File: src/rtl/core/modbus_rtu_read_response_checker_top_defines.svh
// ----------------------------------------------------------------------------
// modbus rtu reply checker assertion macros
// shared assertion forms for the reply checker, clocked on clk and held off
// while rst_n is low
// ----------------------------------------------------------------------------
`ifndef MODBUS_RTU_READ_RESPONSE_CHECKER_TOP_DEFINES_SVH
`define MODBUS_RTU_READ_RESPONSE_CHECKER_TOP_DEFINES_SVH

// same-cycle implication
`define MBRC_ASSERT_NOW(label, ante, cons, msg) \
  label: assert property (@(posedge clk) disable iff (!rst_n) (ante) |-> (cons)) \
    else $error(msg);

// next-cycle implication
`define MBRC_ASSERT_NEXT(label, ante, cons, msg) \
  label: assert property (@(posedge clk) disable iff (!rst_n) (ante) |=> (cons)) \
    else $error(msg);

`endif

File: src/rtl/core/mbrc_pkg.sv
// ----------------------------------------------------------------------------
// mbrc_pkg
// types, codes and the crc-16/modbus byte step for the modbus rtu reply checker
// ----------------------------------------------------------------------------
package mbrc_pkg;

  typedef logic [15:0] word_t;
  typedef logic [1:0]  func_t;
  typedef logic [1:0]  status_t;
  typedef logic [4:0]  byte_idx_t;

  // item selector codes
  localparam func_t FN_BEGIN   = 2'd0;
  localparam func_t FN_BYTE    = 2'd1;
  localparam func_t FN_TIMEOUT = 2'd2;

  // result status codes
  localparam status_t ST_OK      = 2'd0;
  localparam status_t ST_CRC     = 2'd1;
  localparam status_t ST_HEADER  = 2'd2;
  localparam status_t ST_TIMEOUT = 2'd3;

  // register indexes
  localparam int unsigned REG_SLAVE_ADDR = 0;

  localparam word_t     CRC_INIT      = 16'hFFFF;
  localparam word_t     CRC_POLY      = 16'hA001;
  localparam logic [7:0] FUNC_READ    = 8'h03;
  localparam int unsigned WORD_COUNT  = 6;
  localparam logic [7:0] BYTE_COUNT   = 8'(WORD_COUNT * 2);
  localparam byte_idx_t PAYLOAD_BYTES = 5'(3 + WORD_COUNT * 2);
  localparam byte_idx_t FRAME_BYTES   = 5'(5 + WORD_COUNT * 2);
  localparam word_t     FAIL_MAX      = 16'hFFFF;

  // one byte through the reflected crc, eight shift steps
  function automatic word_t crc_byte(input word_t crc_in, input logic [7:0] b);
    word_t c;
    c = crc_in ^ {8'h00, b};
    for (int k = 0; k < 8; k++) begin
      if (c[0]) begin
        c = (c >> 1) ^ CRC_POLY;
      end else begin
        c = c >> 1;
      end
    end
    return c;
  endfunction

endpackage

File: src/rtl/core/modbus_rtu_read_response_checker_top.sv
// ----------------------------------------------------------------------------
// modbus_rtu_read_response_checker_top
// checks a 17-byte modbus rtu read-holding-registers reply and reports status
// ----------------------------------------------------------------------------
// A begin item opens a poll; byte items then carry the reply (address,
// function 3, byte count 12, six big-endian words, crc low, crc high) and a
// timeout item closes a poll that is still short. crc-16/modbus is folded in
// one byte per cycle, so the block takes one item every clock unless stalled:
// each item is fully handled in the cycle it is accepted and the single output
// register holds the result. A poll that ends (last trailer byte or timeout)
// gives one result in the cycle after acceptance; begin, data bytes, stray
// items and selector 3 give none. in_tready drops only while a result waits
// in the output register and the sink is not taking it. The result always
// carries the last good words (zero until a good frame), the online flag and
// a saturating failure count. slave_address is written over the apb-style port
// at byte address 0 and must only change while the block is idle.
// ----------------------------------------------------------------------------
module modbus_rtu_read_response_checker_top (
  input  logic                  clk,
  input  logic                  rst_n,
  // input stream
  input  logic                  in_tvalid,
  output logic                  in_tready,
  input  logic [7:0]            in_tdata,   // [7:0] rx_byte
  input  mbrc_pkg::func_t       in_tuser,   // [1:0] func
  // result stream
  output logic                  out_tvalid,
  input  logic                  out_tready,
  // [15:0] voltage_word, [31:16] current_word, [47:32] power_word,
  // [79:48] energy_count, [95:80] power_factor_word, [96] online,
  // [112:97] error_count, [119:113] zero
  output logic [119:0]          out_tdata,
  output mbrc_pkg::status_t     out_tuser,  // [1:0] status
  // configuration port
  input  logic                  cfg_psel,
  input  logic                  cfg_penable,
  input  logic                  cfg_pwrite,
  input  logic [2:0]            cfg_paddr,
  input  logic [31:0]           cfg_pwdata,
  output logic [31:0]           cfg_prdata,
  output logic                  cfg_pready
);
  import mbrc_pkg::*;

  `include "modbus_rtu_read_response_checker_top_defines.svh"

  // configuration
  logic [7:0] slave_addr_r;
  logic       cfg_wr;

  // frame state
  word_t      crc_acc_r,   crc_acc_nxt;
  byte_idx_t  byte_idx_r,  byte_idx_nxt;
  logic       poll_act_r,  poll_act_nxt;
  logic       hdr_bad_r,   hdr_bad_nxt;
  logic [7:0] crc_lo_r,    crc_lo_nxt;
  word_t      frame_w_r [WORD_COUNT];
  word_t      frame_w_nxt [WORD_COUNT];
  word_t      good_w_r [WORD_COUNT];
  word_t      good_w_nxt [WORD_COUNT];
  logic       online_r,    online_nxt;
  word_t      fail_cnt_r,  fail_cnt_nxt;

  // output register
  logic           out_valid_r, out_valid_nxt;
  status_t        out_status_r, out_status_nxt;
  logic [119:0]   out_data_r, out_data_nxt;

  logic           in_acc;
  logic           emit;
  status_t        emit_status;
  logic           fail;
  logic [3:0]     off;
  logic [2:0]     widx;
  word_t          crc_step;
  word_t          crc_got;

  assign cfg_pready = 1'b1;
  assign cfg_wr     = cfg_psel & cfg_penable & cfg_pwrite & cfg_pready
                    & (cfg_paddr == 3'(REG_SLAVE_ADDR * 4));
  assign cfg_prdata = (cfg_paddr == 3'(REG_SLAVE_ADDR * 4)) ? {24'h0, slave_addr_r} : 32'h0;

  // accept whenever the output slot is free or being drained
  assign in_tready  = ~out_valid_r | out_tready;
  assign in_acc     = in_tvalid & in_tready;

  assign out_tvalid = out_valid_r;
  assign out_tuser  = out_status_r;
  assign out_tdata  = out_data_r;

  // word slot and byte half for payload bytes 3..14
  assign off      = 4'(byte_idx_r - 5'd3);
  assign widx     = off[3:1];
  assign crc_step = crc_byte(crc_acc_r, in_tdata);
  assign crc_got  = {in_tdata, crc_lo_r};

  always_comb begin
    crc_acc_nxt  = crc_acc_r;
    byte_idx_nxt = byte_idx_r;
    poll_act_nxt = poll_act_r;
    hdr_bad_nxt  = hdr_bad_r;
    crc_lo_nxt   = crc_lo_r;
    frame_w_nxt  = frame_w_r;
    good_w_nxt   = good_w_r;
    emit         = 1'b0;
    emit_status  = ST_OK;
    fail         = 1'b0;

    if (in_acc) begin
      case (in_tuser)
        FN_BEGIN: begin
          crc_acc_nxt  = CRC_INIT;
          byte_idx_nxt = '0;
          poll_act_nxt = 1'b1;
          hdr_bad_nxt  = 1'b0;
        end
        FN_TIMEOUT: begin
          if (poll_act_r) begin
            poll_act_nxt = 1'b0;
            emit         = 1'b1;
            emit_status  = ST_TIMEOUT;
            fail         = 1'b1;
          end
        end
        FN_BYTE: begin
          if (poll_act_r) begin
            byte_idx_nxt = byte_idx_r + 5'd1;
            if (byte_idx_r < PAYLOAD_BYTES) begin
              crc_acc_nxt = crc_step;
              if (byte_idx_r == 5'd0) begin
                if (in_tdata != slave_addr_r) hdr_bad_nxt = 1'b1;
              end else if (byte_idx_r == 5'd1) begin
                if (in_tdata != FUNC_READ) hdr_bad_nxt = 1'b1;
              end else if (byte_idx_r == 5'd2) begin
                if (in_tdata != BYTE_COUNT) hdr_bad_nxt = 1'b1;
              end else if (!off[0]) begin
                frame_w_nxt[widx][15:8] = in_tdata;
              end else begin
                frame_w_nxt[widx][7:0] = in_tdata;
              end
            end else if (byte_idx_r == PAYLOAD_BYTES) begin
              crc_lo_nxt = in_tdata;
            end else begin
              // last trailer byte closes the poll
              poll_act_nxt = 1'b0;
              emit         = 1'b1;
              if (crc_got != crc_acc_r) begin
                emit_status = ST_CRC;
                fail        = 1'b1;
              end else if (hdr_bad_r) begin
                emit_status = ST_HEADER;
                fail        = 1'b1;
              end else begin
                emit_status = ST_OK;
                good_w_nxt  = frame_w_r;
              end
            end
          end
        end
        default: begin
          // selector 3 does nothing
        end
      endcase
    end

    online_nxt   = online_r;
    fail_cnt_nxt = fail_cnt_r;
    if (emit) begin
      online_nxt = ~fail;
      if (fail && (fail_cnt_r != FAIL_MAX)) begin
        fail_cnt_nxt = fail_cnt_r + 16'd1;
      end
    end

    // output slot: load on a result, drop once taken
    out_valid_nxt  = out_valid_r & ~out_tready;
    out_status_nxt = out_status_r;
    out_data_nxt   = out_data_r;
    if (emit) begin
      out_valid_nxt  = 1'b1;
      out_status_nxt = emit_status;
      out_data_nxt   = {7'h00, fail_cnt_nxt, online_nxt, good_w_nxt[5],
                        good_w_nxt[3], good_w_nxt[4], good_w_nxt[2],
                        good_w_nxt[1], good_w_nxt[0]};
    end
  end

  always_ff @(posedge clk) begin
    if (!rst_n) begin
      slave_addr_r <= 8'h01;
      crc_acc_r    <= CRC_INIT;
      byte_idx_r   <= '0;
      poll_act_r   <= 1'b0;
      hdr_bad_r    <= 1'b0;
      online_r     <= 1'b0;
      fail_cnt_r   <= '0;
      out_valid_r  <= 1'b0;
      for (int i = 0; i < WORD_COUNT; i++) begin
        good_w_r[i] <= '0;
      end
    end else begin
      if (cfg_wr) begin
        slave_addr_r <= cfg_pwdata[7:0];
      end
      crc_acc_r   <= crc_acc_nxt;
      byte_idx_r  <= byte_idx_nxt;
      poll_act_r  <= poll_act_nxt;
      hdr_bad_r   <= hdr_bad_nxt;
      online_r    <= online_nxt;
      fail_cnt_r  <= fail_cnt_nxt;
      out_valid_r <= out_valid_nxt;
      good_w_r    <= good_w_nxt;
    end
  end

  // payload registers, no reset
  always_ff @(posedge clk) begin
    crc_lo_r     <= crc_lo_nxt;
    frame_w_r    <= frame_w_nxt;
    out_status_r <= out_status_nxt;
    out_data_r   <= out_data_nxt;
  end

  // assertions
  `MBRC_ASSERT_NOW(a_ok_online, out_valid_r, (out_status_r == ST_OK) == out_data_r[96],
    "online bit disagrees with result status")
  `MBRC_ASSERT_NEXT(a_timeout_result,
    in_acc && (in_tuser == FN_TIMEOUT) && poll_act_r,
    out_valid_r && (out_status_r == ST_TIMEOUT), "timeout did not produce a result")
  `MBRC_ASSERT_NOW(a_frame_end_closed, byte_idx_r == FRAME_BYTES, !poll_act_r,
    "poll still open after full frame")
  `MBRC_ASSERT_NEXT(a_fail_monotonic, 1'b1, fail_cnt_r >= $past(fail_cnt_r),
    "failure count went down")

endmodule
File: config.mk
export PLATFORM = sky130hd
export DESIGN_NAME = modbus_rtu_read_response_checker_top
export DESIGN_NICKNAME = d
export VERILOG_FILES = /design/src/rtl/core/mbrc_pkg.sv /design/src/rtl/core/modbus_rtu_read_response_checker_top.sv
export VERILOG_INCLUDE_DIRS = /design/src /design/src/rtl/core
export SDC_FILE = /design/constraint.sdc
export NUM_CORES = 1
export LEC_CHECK = 0
export BUFFER_PORTS_ARGS = -buffer_cell sky130_fd_sc_hd__buf_2
export CAP_MARGIN = 20
export CORE_ASPECT_RATIO = 0.8
export CORE_UTILIZATION = 45
export CTS_BUF_LIST = sky130_fd_sc_hd__clkbuf_8
export DETAILED_ROUTE_END_ITERATION = 6
export GPL_TIMING_DRIVEN = 0
export PLACE_DENSITY = 0.67
export SLEW_MARGIN = 5
export SYNTH_ARGS = -nofsm -noshare
export SYNTH_HDL_FRONTEND = slang
export SYNTH_SLANG_ARGS = --single-unit
export TNS_END_PERCENT = 10
File: constraint.sdc
create_clock -name clk -period 6.75 [get_ports clk]
set_clock_uncertainty 0.15 [all_clocks]
set_input_delay 0.675 -clock clk [delete_from_list [all_inputs] [get_ports clk]]
set_output_delay 0.675 -clock clk [all_outputs]
set_load 0.03 [all_outputs]
==> flow_summary.yaml, run 1 <==
run_status:
  status: "finished, final reports clean"
worst_hold_path:
  hp-class: "input pin to flip-flop"
timing:
  fin_hold_ws_ns: 0.119
  fmax_mhz: 277
  tightest_slew_ns: 0.929
  setup_viol: 0
  slew_headroom_pct: 37.6
  period_minus_slack_ns: 3.61
  drv_slew: 0
  post-route-period-util_pct: 53.6
  hold_viol_final: 0
  rsz0062_at_grt: "no"
cts:
  clockBufferDepth: 3
  htree_levels: 2
  post-cts-setup-buffers: 0
  cts_resized: 0
  clk-insertion-delay-late_ns: 0.60
  cts-root-buf: "clkbuf_8"
  clock_sinks: 364
  cts_buffers: 56
  hold_buffers: 0
  clk_pin_slew_ns: 0.06
  cts_tree: "yes"
global_routing:
  grt_overflow: 0
  first_global_vias: 8199
  grt_max_degree: 62
  grt_pass1_wl_mm: 45.5
  grt_use_total_pct: 18.2
  grt_antenna_before_repair: 1
finish:
  drive_gt1_share_pct: 26.0
  fin_nets: 1392
  finish.utilization_pct: 54.2
  num_antenna_cells: 0
  area_delta_synth_final_pct: 18.5
power:
  swShare_pct: 22.1
  netSwitchingPower_mw: 0.960
  power.total_mw: 4.34
  p_int_mw: 3.38
  p_leak_nw: 7.23
  combinationalPowerShare_pct: 3.9
  powerDensity_mw_per_mm2: 255
  clkPwrFrac_pct: 42.0
  ir_drop_v: 0.000145
  pwr-share-seq_pct: 54.1
critical_path:
  reg2reg_to: "out_tdata[107]$_DFFE_PP_"
  worstPathRequired_ns: 7.06
  r2r_slack_ns: 3.14
  criticalPathCategory: "flip-flop to flip-flop"
  critical_path_arrival_ns: 3.93
  cp-start-kind: "flip-flop"
  worstPathMaxFanout: 61
  crit_end: "out_tdata[107]$_DFFE_PP_"
  endpoint_kind: "flip-flop"
  r2r_start: "byte_idx_r[1]$_SDFFE_PN0P_"
  critPathLaunch: "byte_idx_r[1]$_SDFFE_PN0P_"
  r2r_cells: 10
synth:
  synth_area_leaders: "edfxtp_1 46%, dfxtp_1 20%, and2_1 9.0%"
  ys_ff_latch: 364
  ys_async_sr_fraction_pct: 0
  syn_area_mm2: 0.0143
  synth_cells: 1078
  synth-seq-area-share_pct: 66.1
  synth_top_area_cell: "edfxtp_1"
  synthTopCellsByCount: "219 x edfxtp_1, 206 x and2_1, 145 x dfxtp_1"
  yosysWarnings: 0
  synth-main-ff-cell: "edfxtp_1"
  synth.distinct_cells: 47
  avgSynthCellArea_um2: 13.3
  synth.most_common_cell: "edfxtp_1"
  yosysTopAreaCellShare_pct: 45.9
  synth_edf_count: 219
detailed_routing:
  vias: 8587
  wl_met1_mm: 14.2
  avgRoutedWirePerCell_um: 16.5
  wl_mm: 29.6
  dr.pass1.iters: 5
  drc: 0
  viasPerCell: 4.78
  drt_first_iter_violations: 414
  drtAntennaViolNets: 0
  wl_met2_mm: 13.1
  met3_length_mm: 1.82
  maxUsedRoutingLayer: "met4"
placed_design:
  io_buffers: 152
  place_congestion: 0.840
  hpwl_mm: 19.6
die:
  fp.dieW_um: 202
  io_pins: 209
  dieArea_mm2: 0.0326
  die_h_um: 162
  coreArea_mm2: 0.0314
  rows: 58
  start_util_pct: 45.7
run:
  drv_cap: 0
==> state kept, by name, summed over array words and instances (netlist names), 5 cells and up <==
name	count
byte_idx_r	5
frame_w_r	96
fail_cnt_r	16
crc_acc_r	16
crc_lo_r	8
out_tdata	113
good_w_r	96
slave_addr_r	8
==> power by group through the flow <==
stage	logic (mW)	registers [mW]	clock network, mW
2_1_floorplan	0.121	2.39	0
3_3_place_gp	0.169	2.39	0
3_5_place_dp	0.171	2.39	0
4_1_cts	0.172	2.34	1.87
5_1_grt	0.185	2.34	1.97
6_report	0.171	2.34	1.82
==> cells by family after synthesis <==
logic type | after synthesis | share of synthesized area, %
AO/OA/AOI/OAI | 66 | 2.64
flip-flops | 364 | 66.1
other | 2 | 0.0524
XOR/XNOR | 51 | 3.31
adder cells (fa/ha/maj) | 10 | 0.873
buffers and inverters | 100 | 3.81
AND/OR/NAND/NOR | 376 | 14.7
multiplexers | 109 | 8.47
==> final cells by class <==
cell class,count,area [µm²]
Tap cell,420,526
Sequential cell,364,9480
Fill cell,2740,14400
Clock inverter,38,216
Buffer,84,485
Multi-Input combinational cell,644,4450
Inverter,16,65.1
Timing Repair Buffer,164,851
Clock buffer,67,922
==> routing by layer <==
metal	global-route usage (%)	up-vias
met3	3.79	39
met4	4.89	0
met2	28.2	258
met5	0	-
li1	-	4221
met1	26.0	4069
==> worst min path at each step <==
stage | slack, ns | depth (start not counted) | end | from
floorplan | 0.30 | 2 | fail_cnt_r[3]$_SDFF_PN0_ | fail_cnt_r[3]$_SDFF_PN0_
global placement | 0.31 | 2 | fail_cnt_r[3]$_SDFF_PN0_ | fail_cnt_r[3]$_SDFF_PN0_
detailed placement | 0.32 | 2 | fail_cnt_r[3]$_SDFF_PN0_ | fail_cnt_r[3]$_SDFF_PN0_
CTS | 0.08 | 1 | crc_lo_r[0]$_DFFE_PP_ | in_tdata[0]
global route | 0.08 | 1 | crc_lo_r[0]$_DFFE_PP_ | in_tdata[0]
finish | 0.12 | 1 | crc_lo_r[0]$_DFFE_PP_ | in_tdata[0]
==> stage by stage <==
step,setup slack (ns),TNS (ns),area (µm²),cells
final,3.14,0,17000,1797
after global routing,2.89,0,17000,1797
after CTS,3.00,0,17000,1790
after detailed placement,2.73,0,15800,1685
after global placement,-0.274,-4.98,15700,1680
after floorplan,1.63,0,14400,1108
==> cell usage in the layout, fill, tap and decap left out, types with 20 or more instances in the layout <==
cell,n
edfxtp_1,219
clkbuf_8,67
buf_4,35
nand2_1,55
nor2_1,32
buf_2,168
xor2_1,29
mux2_2,58
dfxtp_1,145
inv_1,34
clkbuf_1,36
conb_1,32
and2_1,206
a21oi_1,28
nor3_1,20
xnor2_1,20
mux2_1,40
==> worst max-delay path: stages (launching register included) <==
cell and delay, ns:
dfxtp_1 0.40, ha_1 0.30, and3_1 0.22, ha_1 0.19, o31ai_1 0.29, nand3_1 0.31, inv_6 0.49, o211ai_1 0.28
clkbuf_1 0.31, or3_1 0.42, nand2_1 0.10
(Power assumes the default switching activity.)
==> inputs of run 2 (changes only) <==
==> constraint.sdc (replaced) <==
create_clock -name clk -period 3.39 [get_ports clk]
set_clock_uncertainty 0.15 [all_clocks]
set_input_delay 0.339 -clock clk [delete_from_list [all_inputs] [get_ports clk]]
set_output_delay 0.339 -clock clk [all_outputs]
set_load 0.03 [all_outputs]
==> run 2 against run 1 <==
Against the previous run:
- via count grew 0.44%
- worst hold slack worse by 0.0078 ns
- sequential cell count unchanged
- combinational power is 120% higher
- die area stayed put
- cell area grew 1.4%
- power increased by 95%
- non-clock buffer count rose by 24
- critical endpoint is now good_w_r[79]$_SDFF_PN0_
- largest cell class unchanged
- highest routed layer unchanged
==> flow_summary.yaml, run 2 (synthesis results as in run 1) <==
run_status:
  status: "finished, final reports clean"
critical_path:
  r2r_cells: 8
  reg2reg_to: "good_w_r[79]$_SDFF_PN0_"
  criticalPathCategory: "input pin to flip-flop"
  worstPathMaxFanout: 10
  r2r_slack_ns: 0.10
  endpoint_kind: "flip-flop"
  critical_path_arrival_ns: 3.64
  r2r_start: "crc_acc_r[14]$_SDFFE_PN1P_"
  cp-start-kind: "input pin"
  worstPathRequired_ns: 3.71
cts:
  cts_buffers: 58
  clk-insertion-delay-late_ns: 0.58
  clockBufferDepth: 3
  cts_tree: "yes"
  htree_levels: 2
  clk_pin_slew_ns: 0.06
  clock_sinks: 364
  cts-root-buf: "clkbuf_8"
finish:
  largest_reg_flops: 113
  fin_nets: 1419
  finish.utilization_pct: 55.0
  layout_common_cells: "219 x edfxtp_1, 206 x and2_1, 165 x buf_2"
  num_antenna_cells: 0
  area_delta_synth_final_pct: 20.2
  final_common_cell: "edfxtp_1"
  fillers: 2692
  drive_gt1_share_pct: 26.6
  final_area_mm2: 0.0172
  instances_no_fill: 1824
detailed_routing:
  dr.pass1.iters: 5
  drt_first_iter_violations: 445
  vias: 8625
  wl_mm: 30.1
  viasPerCell: 4.73
  avgRoutedWirePerCell_um: 16.5
  drc: 0
  drtAntennaViolNets: 0
placed_design:
  place_area_mm2: 0.0159
  pre_cts_ws_ns: -0.254
  hpwl_mm: 19.9
  io_buffers: 152
  place_congestion: 0.825
  dp_cells: 1688
timing:
  setup_viol: 0
  setup_ws_ns: 0.0699
  slew_headroom_pct: 42.5
  setup_tns_ns: 0
  fin_hold_ws_ns: 0.112
  drv_slew: 0
  post-route-period-util_pct: 97.9
  rsz0062_at_grt: "yes"
  hold_viol_final: 0
  fmax_mhz: 301
  tightest_slew_ns: 0.863
  period_minus_slack_ns: 3.32
worst_hold_path:
  hp-class: "input pin to flip-flop"
  min_to: "poll_act_r$_SDFFE_PN0P_"
  hold_depth: 5
  hp-start: "in_tvalid"
power:
  ir_drop_v: 0.000226
  p_leak_nw: 6.82
  power.total_mw: 8.43
  p_int_mw: 6.53
  swShare_pct: 22.5
  powerDensity_mw_per_mm2: 489
  netSwitchingPower_mw: 1.90
  clkPwrFrac_pct: 40.1
  pwr-share-seq_pct: 55.5
  combinationalPowerShare_pct: 4.5
die:
  rows: 58
  die_h_um: 162
  coreArea_mm2: 0.0314
  fp.dieW_um: 202
  start_util_pct: 45.7
  io_pins: 209
  dieArea_mm2: 0.0326
global_routing:
  grt_overflow: 0
  grt_pass1_wl_mm: 45.7
  first_global_vias: 8251
  grt_antenna_before_repair: 0
  grt_use_total_pct: 18.2
  grt_max_degree: 42
run:
  drv_cap: 0
==> run 2: layer usage <==
metal	vias to the layer above	global-route usage, %	wire length (µm)
li1	4264	-	-
met1	4084	26.3	14600
met2	233	28.2	13300
met3	44	3.41	1660
met4	0	4.89	503
met5	-	0	0
==> run 2: critical path, stage by stage <==
cell	delay [ns]
dlygate4sd3_1	0.53
buf_2	0.13
buf_2	0.19
xor2_1	0.16
nor4_1	0.39
nand4_1	0.35
nor4_4	0.57
buf_6	0.25
buf_6	0.17
mux2_1	0.38
and2_1	0.17
==> run 2: timing repair <==
action                     4_1_cts  5_1_grt
hold endpoints to repair        19        0
hold buffers                    18        0
gates cloned                     0        1
setup endpoints to repair       61      239
buffers inserted                 0        4
resized for setup                1        5
pin swaps                        0        1
==> run 2: area by class of cell <==
cell class	instances	area, µm²	area share, %
timing repair inverter	1	5.00	0.0290
timing repair buffer	188	1110	6.42
clock inverter	43	183	1.06
tap	420	526	3.05
inverter	16	63.8	0.370
multi-input combinational	644	4490	26.0
sequential	364	9490	55.0
clock buffer	64	881	5.11
buffer	84	497	2.88
==> run 2: worst max-delay path by stage <==
stage                     slack (ns)  cells after the start                  startpoint                  endpoint
after global routing           -0.15                     11                 in_tdata[3]   good_w_r[90]$_SDFF_PN0_
after CTS                      -0.28                      7  byte_idx_r[0]$_SDFFE_PN0P_   frame_w_r[62]$_DFFE_PP_
final                           0.07                     11                 in_tdata[1]   good_w_r[79]$_SDFF_PN0_
after global placement         -1.92                     10  byte_idx_r[3]$_SDFFE_PN0P_  out_tdata[100]$_DFFE_PP_
after floorplan                -0.58                     10  byte_idx_r[1]$_SDFFE_PN0P_  out_tdata[100]$_DFFE_PP_
after detailed placement       -0.25                      7  byte_idx_r[0]$_SDFFE_PN0P_   frame_w_r[56]$_DFFE_PP_
==> run 2: power by group through the flow <==
stage | logic (mW) | clock network, mW | registers (mW)
after floorplan | 0.240 | 0 | 4.79
after global placement | 0.357 | 0 | 4.77
after detailed placement | 0.359 | 0 | 4.77
after CTS | 0.377 | 3.48 | 4.68
after global routing | 0.408 | 3.67 | 4.68
final | 0.379 | 3.38 | 4.68
==> inputs of run 3 (changes only) <==
--- a/config.mk
+++ b/config.mk
@@ -8,7 +8,7 @@
 export LEC_CHECK = 0
 export BUFFER_PORTS_ARGS = -buffer_cell sky130_fd_sc_hd__buf_2
 export CAP_MARGIN = 20
-export CORE_ASPECT_RATIO = 0.8
+export CORE_ASPECT_RATIO = 0.7
 export CORE_UTILIZATION = 45
 export CTS_BUF_LIST = sky130_fd_sc_hd__clkbuf_8
 export DETAILED_ROUTE_END_ITERATION = 6
==> run 3 against run 2 <==
Against the previous run:
- setup slack lost 0.015 ns
- die area is essentially flat
- fmax shrank 0.43%
- core utilization grew 0.27 points
- critical path depth is the same
- non-clock buffer count shrank 5
==> flow_summary.yaml, run 3 (synthesis results as in run 1) <==
power:
  power.total_mw: 8.46
  p_leak_nw: 6.82
  powerDensity_mw_per_mm2: 491
  ir_drop_v: 0.000238
critical_path:
  r2r_cells: 8
  worstPathMaxFanout: 10
  path_cells: "dlygate4sd3_1 > buf_2 > buf_2 > xor2_1 > nor4_2 > nand4_1 > nor4_4 > buf_6 > buf_6 > mux2_2 > and2_1"
  worstPathRequired_ns: 3.71
  critical_path_arrival_ns: 3.65
  endpoint_kind: "flip-flop"
  critPathMaxStageDelay_ns: 0.60
  cp-start-kind: "input pin"
  cp_slowest_cell: "nor4_4"
  criticalPathCategory: "input pin to flip-flop"
die:
  rows: 54
  coreArea_mm2: 0.0312
  start_util_pct: 45.9
  io_pins: 209
  die_h_um: 151
  fp.dieW_um: 215
  dieArea_mm2: 0.0326
timing:
  period_minus_slack_ns: 3.33
  rsz0062_at_grt: "yes"
  drv_slew: 0
  hold_viol_final: 0
  fmax_mhz: 300
  slew_headroom_pct: 36.7
  tightest_slew_ns: 0.941
  post-route-period-util_pct: 98.4
  setup_viol: 0
  setup_ws_ns: 0.0554
detailed_routing:
  wl_mm: 30.5
  drc: 0
  drt_first_iter_violations: 537
  vias: 8709
  drtAntennaViolNets: 0
  dr.pass1.iters: 4
  viasPerCell: 4.80
  avgRoutedWirePerCell_um: 16.8
global_routing:
  grt_pass1_wl_mm: 46.1
  first_global_vias: 8267
  grt_antenna_before_repair: 0
  grt_max_degree: 39
  grt_use_total_pct: 18.5
  grt_overflow: 0
placed_design:
  io_buffers: 152
  place_area_mm2: 0.0159
  dp_cells: 1685
  hpwl_mm: 20.2
  pre_cts_ws_ns: -0.385
  place_congestion: 0.838
cts:
  htree_levels: 2
  cts_tree: "yes"
  cts_buffers: 55
  clockBufferDepth: 3
  cts-root-buf: "clkbuf_8"
  clk-insertion-delay-late_ns: 0.58
  clk_pin_slew_ns: 0.06
  clock_sinks: 364
finish:
  drive_gt1_share_pct: 26.9
  fin_nets: 1411
  largest_reg_flops: 113
  final_area_mm2: 0.0172
  num_antenna_cells: 0
  final_common_cell: "edfxtp_1"
  area_delta_synth_final_pct: 20.3
  fillers: 2659
  instances_no_fill: 1815
  layout_common_cells: "219 x edfxtp_1, 206 x and2_1, 167 x buf_2"
worst_hold_path:
  hold_depth: 5
  hp-class: "input pin to flip-flop"
run_status:
  status: "finished, final reports clean"
run:
  drv_cap: 0
-- run 3: through the flow --
stage	hold slack [ns]	utilization [%]	TNS, ns
after global placement	0.313	50.5	-236.89
after CTS	0.0238	54.9	-19.27
after floorplan	0.288	-	-14.69
after global routing	0.0710	55.2	-3.09
after detailed placement	0.321	50.8	-80.82
final	0.0741	55.2	0
-- run 3: power by group --
part | switching (mW) | internal, mW
registers | 0.0156 | 4.66
clock network | 1.63 | 1.77
logic | 0.242 | 0.140
-- run 3: final cells by class --
type                       instances  area, µm²  share of cell area (%)
tap                              420        526                    3.05
inverter                          16       63.8                   0.370
timing repair inverter             1       5.00                  0.0290
timing repair buffer             183       1070                    6.20
buffer                            84        505                    2.93
sequential                       364       9490                    55.0
multi-input combinational        644       4540                    26.3
clock inverter                    40        185                    1.07
clock buffer                      63        867                    5.03
-- run 3: what timing repair did --
action | in CTS | in global routing
endpoints found under the hold margin | 19 | 0
pin swaps | 8 | 2
buffers inserted | 0 | 1
gates resized for setup | 13 | 13
gates cloned | 0 | 1
setup endpoints to repair | 117 | 268
hold buffers | 18 | 0
-- run 3: worst paths after layout --
kind                         startpoint                  endpoint  slack [ns]
max                         in_tdata[0]   good_w_r[79]$_SDFF_PN0_        0.06
min                           in_tvalid   poll_act_r$_SDFFE_PN0P_        0.07
max reg2reg  crc_acc_r[14]$_SDFFE_PN1P_   good_w_r[79]$_SDFF_PN0_        0.19
min reg2reg    fail_cnt_r[3]$_SDFF_PN0_  fail_cnt_r[3]$_SDFF_PN0_        0.33
-- run 3: worst max-delay path, delay by kind of cell --
| family | cells | cell delay [ns] |
|---|---|---|
| xor gates and xnor gates | 1 | 0.18 |
| and+or+nand+nor | 4 | 1.46 |
| muxes | 1 | 0.38 |
| buffers and inverters | 5 | 1.29 |
-- run 3: per-layer routing --
| metal | share of wire, % | track usage, % |
|---|---|---|
| met1 | 51 | 27.7 |
| met2 | 43 | 27.5 |
| met3 | 4.9 | 3.57 |
| met4 | 1.2 | 4.68 |
| met5 | 0 | 0 |
